### src/sv/alkd_pkg.sv
// Package for the analog ladder keypad decoder.
// Holds widths, button and command codes, register indexes and the event type.
// No dependencies.
package alkd_pkg;

	localparam int ADC_BITS    = 10;
	localparam int NUM_BUTTONS = 6;
	localparam int NUM_REGS    = 7;
	localparam int BTN_BITS    = 3;
	localparam int REG_BITS    = 3;
	localparam int FIFO_DEPTH  = 4;
	localparam int FIFO_AW     = $clog2(FIFO_DEPTH);

	typedef logic [ADC_BITS-1:0] level_t;
	typedef logic [BTN_BITS-1:0] button_t;
	typedef logic [REG_BITS-1:0] reg_idx_t;

	localparam button_t BTN_NONE = button_t'(NUM_BUTTONS);

	localparam logic CMD_CLASSIFY = 1'b0;
	localparam logic CMD_LEARN    = 1'b1;

	localparam logic EVT_RELEASE = 1'b0;
	localparam logic EVT_PRESS   = 1'b1;

	localparam reg_idx_t REG_IDLE_LEVEL = reg_idx_t'(0);
	localparam reg_idx_t REG_LAST_LEVEL = reg_idx_t'(NUM_REGS - 1);

	localparam level_t IDLE_RESET = level_t'(0);
	localparam level_t LEVEL_RESET [NUM_BUTTONS] = '{
		level_t'(170), level_t'(340), level_t'(510),
		level_t'(680), level_t'(850), level_t'(1023)
	};

	typedef struct packed {
		logic    kind;
		button_t button;
		logic    last;
	} event_t;

	typedef struct packed {
		logic [1:0] cnt;
		event_t     evt0;
		event_t     evt1;
		button_t    best;
	} class_res_t;

	function automatic level_t abs_diff(input level_t a, input level_t b);
		return (a >= b) ? level_t'(a - b) : level_t'(b - a);
	endfunction

endpackage

### src/sv/analog_ladder_keypad_decoder.sv
// Analog ladder keypad decoder top level: input register, classifier, event queue.
// Depends on alkd_pkg, alkd_level_regs, alkd_classify and alkd_evt_fifo.
//
// Each request carries one 10-bit ADC sample (classify) or a learn command.
// A sample is matched to the nearest of the idle level and six button levels
// (ties go to the earlier of idle, up, right, down, left, go, reset); a change of
// button gives a release event for the old one and then a press event for the new
// one. Requests are taken one per cycle while in_stall is low and sit in one input
// register; their events then enter a four-entry event queue, so each event passes
// through the input register and the queue before it appears. The output side moves
// one event per cycle while out_stall is low; a classify request waits in the input
// register until the queue has room for two events. Learn requests store the last
// classified sample and never produce events. Configuration writes are always ready;
// writing a button level register loads it, winning over a learn to the same button.
module analog_ladder_keypad_decoder (
	input  logic                       clk,
	input  logic                       arst_n,
	input  logic                       cfg_valid,
	output logic                       cfg_ready,
	input  alkd_pkg::reg_idx_t         cfg_index,
	input  alkd_pkg::level_t           cfg_data,
	input  logic                       in_valid,
	output logic                       in_stall,
	input  logic                       cmd,
	input  alkd_pkg::level_t           adc_sample,
	input  alkd_pkg::button_t          learn_button,
	output logic                       out_valid,
	input  logic                       out_stall,
	output logic                       event_kind,
	output alkd_pkg::button_t          button_id,
	output logic                       last_of_run
);
	import alkd_pkg::*;

	logic       valid_s1;
	logic       cmd_s1;
	level_t     sample_s1;
	button_t    learn_s1;
	level_t     last_sample_q;
	button_t    held_q;
	level_t     idle_level;
	level_t     levels [NUM_BUTTONS];
	class_res_t res;
	logic       room2;
	logic       adv_s1;
	logic       do_class;
	logic       learn_we;
	logic [1:0] push_cnt;
	event_t     out_evt;

	assign cfg_ready = 1'b1;

	assign adv_s1   = (cmd_s1 == CMD_LEARN) || room2;
	assign in_stall = valid_s1 && !adv_s1;
	assign do_class = valid_s1 && cmd_s1 == CMD_CLASSIFY && room2;
	assign learn_we = valid_s1 && cmd_s1 == CMD_LEARN;
	assign push_cnt = do_class ? res.cnt : 2'd0;

	always_ff @(posedge clk or negedge arst_n) begin
		if (!arst_n) begin
			valid_s1 <= 1'b0;
		end else if (!in_stall) begin
			valid_s1 <= in_valid;
		end
	end

	always_ff @(posedge clk) begin
		if (in_valid && !in_stall) begin
			cmd_s1    <= cmd;
			sample_s1 <= adc_sample;
			learn_s1  <= learn_button;
		end
	end

	always_ff @(posedge clk or negedge arst_n) begin
		if (!arst_n) begin
			last_sample_q <= '0;
			held_q        <= BTN_NONE;
		end else if (do_class) begin
			last_sample_q <= sample_s1;
			held_q        <= res.best;
		end
	end

	alkd_level_regs u_levels (
		.clk          (clk),
		.arst_n       (arst_n),
		.cfg_we       (cfg_valid && cfg_ready),
		.cfg_index    (cfg_index),
		.cfg_data     (cfg_data),
		.learn_we     (learn_we),
		.learn_button (learn_s1),
		.learn_level  (last_sample_q),
		.idle_level   (idle_level),
		.levels       (levels)
	);

	alkd_classify u_classify (
		.sample     (sample_s1),
		.idle_level (idle_level),
		.levels     (levels),
		.held       (held_q),
		.res        (res)
	);

	alkd_evt_fifo u_fifo (
		.clk       (clk),
		.arst_n    (arst_n),
		.push_cnt  (push_cnt),
		.push0     (res.evt0),
		.push1     (res.evt1),
		.room2     (room2),
		.out_valid (out_valid),
		.out_stall (out_stall),
		.out_evt   (out_evt)
	);

	assign event_kind  = out_evt.kind;
	assign button_id   = out_evt.button;
	assign last_of_run = out_evt.last;

endmodule

### src/sv/alkd_level_regs.sv
// Idle level register and button level table of the keypad decoder.
// Written by configuration requests and by learn items; depends on alkd_pkg.
module alkd_level_regs (
	input  logic                      clk,
	input  logic                      arst_n,
	input  logic                      cfg_we,
	input  alkd_pkg::reg_idx_t        cfg_index,
	input  alkd_pkg::level_t          cfg_data,
	input  logic                      learn_we,
	input  alkd_pkg::button_t         learn_button,
	input  alkd_pkg::level_t          learn_level,
	output alkd_pkg::level_t          idle_level,
	output alkd_pkg::level_t          levels [alkd_pkg::NUM_BUTTONS]
);
	import alkd_pkg::*;

	level_t idle_q;
	level_t table_q [NUM_BUTTONS];

	always_ff @(posedge clk or negedge arst_n) begin
		if (!arst_n) begin
			idle_q <= IDLE_RESET;
			for (int i = 0; i < NUM_BUTTONS; i++) begin
				table_q[i] <= LEVEL_RESET[i];
			end
		end else begin
			if (cfg_we && cfg_index == REG_IDLE_LEVEL) begin
				idle_q <= cfg_data;
			end
			for (int i = 0; i < NUM_BUTTONS; i++) begin
				if (cfg_we && cfg_index == reg_idx_t'(i + 1)) begin
					table_q[i] <= cfg_data;
				end else if (learn_we && learn_button == button_t'(i)) begin
					table_q[i] <= learn_level;
				end
			end
		end
	end

	assign idle_level = idle_q;
	assign levels     = table_q;

endmodule

### src/sv/alkd_classify.sv
// Nearest-level classifier and event builder of the keypad decoder.
// Pure combinational logic; depends on alkd_pkg.
module alkd_classify (
	input  alkd_pkg::level_t          sample,
	input  alkd_pkg::level_t          idle_level,
	input  alkd_pkg::level_t          levels [alkd_pkg::NUM_BUTTONS],
	input  alkd_pkg::button_t         held,
	output alkd_pkg::class_res_t      res
);
	import alkd_pkg::*;

	level_t  best_d;
	level_t  d;
	button_t best;

	always_comb begin
		best   = BTN_NONE;
		best_d = abs_diff(sample, idle_level);
		for (int i = 0; i < NUM_BUTTONS; i++) begin
			d = abs_diff(sample, levels[i]);
			if (d < best_d) begin
				best_d = d;
				best   = button_t'(i);
			end
		end
	end

	always_comb begin
		res      = '0;
		res.best = best;
		if (best != held) begin
			if (held != BTN_NONE) begin
				res.evt0 = '{kind: EVT_RELEASE, button: held, last: (best == BTN_NONE)};
				if (best != BTN_NONE) begin
					res.evt1 = '{kind: EVT_PRESS, button: best, last: 1'b1};
					res.cnt  = 2'd2;
				end else begin
					res.cnt = 2'd1;
				end
			end else begin
				res.evt0 = '{kind: EVT_PRESS, button: best, last: 1'b1};
				res.cnt  = 2'd1;
			end
		end
	end

endmodule

### src/sv/alkd_evt_fifo.sv
// Event queue of the keypad decoder: takes up to two events a cycle, gives one while out_stall is low.
// Depends on alkd_pkg.
module alkd_evt_fifo (
	input  logic                 clk,
	input  logic                 arst_n,
	input  logic [1:0]           push_cnt,
	input  alkd_pkg::event_t     push0,
	input  alkd_pkg::event_t     push1,
	output logic                 room2,
	output logic                 out_valid,
	input  logic                 out_stall,
	output alkd_pkg::event_t     out_evt
);
	import alkd_pkg::*;

	event_t                 mem_q [FIFO_DEPTH];
	logic [FIFO_AW-1:0]     wr_ptr_q;
	logic [FIFO_AW-1:0]     rd_ptr_q;
	logic [FIFO_AW:0]       count_q;
	logic                   pop;
	logic [FIFO_AW-1:0]     wr_ptr1;

	assign pop       = out_valid && !out_stall;
	assign out_valid = count_q != '0;
	assign out_evt   = mem_q[rd_ptr_q];
	assign room2     = count_q <= (FIFO_AW + 1)'(FIFO_DEPTH - 2);
	assign wr_ptr1   = wr_ptr_q + FIFO_AW'(1);

	always_ff @(posedge clk) begin
		if (push_cnt != 2'd0) begin
			mem_q[wr_ptr_q] <= push0;
		end
		if (push_cnt == 2'd2) begin
			mem_q[wr_ptr1] <= push1;
		end
	end

	always_ff @(posedge clk or negedge arst_n) begin
		if (!arst_n) begin
			wr_ptr_q <= '0;
			rd_ptr_q <= '0;
			count_q  <= '0;
		end else begin
			wr_ptr_q <= wr_ptr_q + FIFO_AW'(push_cnt);
			if (pop) begin
				rd_ptr_q <= rd_ptr_q + FIFO_AW'(1);
			end
			count_q <= count_q + (FIFO_AW + 1)'(push_cnt) - (FIFO_AW + 1)'(pop);
		end
	end

endmodule

### config.mk
export PLATFORM = sky130hd
export DESIGN_NAME = analog_ladder_keypad_decoder
export DESIGN_NICKNAME = d
export VERILOG_FILES = /design/src/sv/alkd_pkg.sv /design/src/sv/analog_ladder_keypad_decoder.sv /design/src/sv/alkd_level_regs.sv /design/src/sv/alkd_classify.sv /design/src/sv/alkd_evt_fifo.sv
export SDC_FILE = /design/constraint.sdc
export NUM_CORES = 1
export LEC_CHECK = 0
export ABC_AREA = 1
export BUFFER_PORTS_ARGS = -buffer_cell sky130_fd_sc_hd__buf_2
export CAP_MARGIN = 10
export CORE_AREA = 8 8 167 232
export DETAILED_ROUTE_END_ITERATION = 8
export DIE_AREA = 0 0 175 240
export PLACE_DENSITY = 0.54
export SYNTH_ARGS = -nofsm -noshare
export SYNTH_HDL_FRONTEND = slang
export SYNTH_SLANG_ARGS = --single-unit
### constraint.sdc
create_clock -name clk -period 24.6 [get_ports clk]
set_clock_uncertainty 0.2 [all_clocks]
set_input_delay 1.23 -clock clk [delete_from_list [all_inputs] [get_ports clk]]
set_output_delay 1.23 -clock clk [all_outputs]
set_load 0.02 [all_outputs]
==> metrics.txt <==
clk slew on worst S/H paths=60 ps; setup TNS=0 ps; final wirelength=47350 um; Synth top area share=approximately 18%; post-route cell area=14390 um2; number of gates resized after CTS=0; EDFF count, synth=34; Slew Viols, Final=0; placed cell areas=13810 um2; DR pass1 iterations=6; Avg Inst Size Synth=7.212 um2; ANT cells=0; period utilisation layout=61.21%; worst slew pin tran=approximately 950 ps; Post-Syn Instances=1834; min Tclk post-route=15060 ps; delay-heaviest family, CP=compound AO/OA/AOI/OAI gates; WP data arrival=~15000 ps; relative slew slack=between 30% and 40%; clk buf depth=2; worst setup margin=9542 ps; CTS Sinks=~130; vias per cell=5.374; Core ar.=35400 um2; wire per inst=20.40 um; cts bufs inserted=17; outcome=finished clean; DR iter-0 viols=928; Starting Density=between 30% and 40%; initial antenna violation count=0; row cnt=82; Placed Cells=approximately 2300; Max Cap Viol=0; routed vias=12470; total die area=42000 um2; Ys Warns=0; GR Util met1=22.32%; H-tree depth=4; layout cells sized above 1=between 8 and 9%; buffers added on ports=38; Async SR Flop Fraction=between 70 and 80%; GRT met2 Usage=between 40% and 50%; Worst Path Buf+Inv=4; Crit. Startpoint=sample_s1[2]; Yosys cell types=between 50 and 60; DRC=0; final HPWL from detailed placement=37680 um; Tot GR Track Use=22.33%; GRT overflow=0; first-pass GRT wire length=70700 um; P&R area growth vs syn=8.778%; Post-CTS Setup Bufs=0; die height=between 200 and 250 um; WP data required=24720 ps; critical path class=flip-flop to flip-flop; Nets=2080; Net Count, Synth=approximately 2100; CP endpoint kind=flip-flop; Seq/Total Area, Yosys=25.28%; RSZ-0062 raised after global routing=false; I/O pin cnt=40; Post-Synthesis Cell Area=13230 um2; Skew-Pair Late Insertion Delay=440 ps; CTS Root Cell=clkbuf_16; final hold vios=0; Top FF cell, synth=dfrtp_1; global route hottest layer=met2; largest area contributor in the netlist=ha_1; routability cong.=roughly 0.94; FILL cells=about 3700; Post-Layout Cell Count=~2300; most frequent cells after synthesis=nand2_1 (460), o21ai_0 (249), inv_1 (246); crit path max fanout=22; Worst path slowest cell=edfxtp_1; class of the worst hold path=flip-flop to flip-flop; hold path startpoint=u_levels.idle_level[9]; GRT met3 Usage=2.184%; final setup vio count=0; most area-consuming cells after synthesis=ha_1 (18%), nand2_1 (13%), dfrtp_1 (10%), o21ai_0 (9.4%), edfxtp_1 (7.7%); Worst Setup Start Kind=flip-flop; maximum number of pins on one net before global-route repair=66; number of global-route vias before repair=around 12000; CTS tree=yes; leading cell type by number of instances after synthesis=nand2_1; fmax=0.06641 GHz; die width=175 um; RR Startpoint=sample_s1[2]; Routed Antenna Nets=0; worst stage delay on the critical path=830 ps; DP Worst Slack=9691 ps; Synth Register Bits=125; hold buffers post-CTS=0
final timing paths:
kind                                          end  slack, ps  cells after the start
max                             u_fifo.count_q[2]       9540                     64
min                        u_levels.idle_level[9]        290                      2
max reg2reg                     u_fifo.count_q[2]       9540                     64
min reg2reg                u_levels.idle_level[9]        290                      2
max in group asynchronous     u_levels.levels[13]      22320                      2
min in group asynchronous     u_levels.levels[20]        560                      1
cells by family (layout without fill, tap and decap cells):
logic type,after synthesis,count (layout),synth area share [%]
multiplexers,12,12,0.9364
buffers and inverters,308,333,9.109
flip-flops,125,125,25.28
AO/OA/AOI/OAI,459,459,19.13
AND/OR/NAND/NOR,663,663,21.32
XOR/XNOR,64,64,4.238
adder cells (fa/ha/maj),202,202,19.96
other,1,1,0.02835
sequential cells by signal, summed over array words and instances, names as in the netlist:
name,flops
u_fifo.wr_ptr_q,2
u_fifo.count_q,3
u_levels.levels,60
u_levels.idle_level,10
learn_s1,3
last_sample_q,10
held_q,3
cmd_s1,1
sample_s1,10
u_fifo.mem_q,20
valid_s1,1
u_fifo.rd_ptr_q,2
cell usage in the layout, fill, tap and decap left out, types with 31 or more instances in the layout:
master,count
dfstp_2,37
inv_1,246
nand3_1,59
xnor2_1,31
nor2_1,87
dfrtp_1,54
buf_2,37
ha_1,187
edfxtp_1,34
a21oi_1,119
xor2_1,33
nand2_1,460
o21ai_0,249
stage by stage:
step                util, %  hold WS, ps
CTS                   40.65        293.2
detailed placement    39.03        277.8
global route          40.65        331.6
global placement      39.03        269.5
finish                40.65        287.7
floorplan                 -        253.0
tightest hold or removal path: cells and delay by family (launching register included):
| kind | cells | cell delay, ps |
|---|---|---|
| AO/OA/AOI/OAI | 1 | 60 |
| flip-flops | 1 | 340 |
| AND/OR/NAND/NOR | 1 | 50 |
cell type report:
type	count	area, um2	area share (%)
timing repair buffer	47	260.3	1.809
inverter	254	953.4	6.626
tap	462	578.1	4.017
clock buffer	17	425.4	2.957
multi-input combinational	1401	8678	60.31
clock inverter	15	148.9	1.035
sequential	125	3344	23.24
per-layer routing:
layer	wire length [um]	up-vias	share of wire, %
met5	0	-	0
met2	25220	373	53
met3	1616	124	3.4
li1	-	6123	-
met4	3488	0	7.4
met1	17030	5853	36
Power is not shown: default switching activity piles up to over one toggle a cycle in this logic, so the estimate is an artifact.
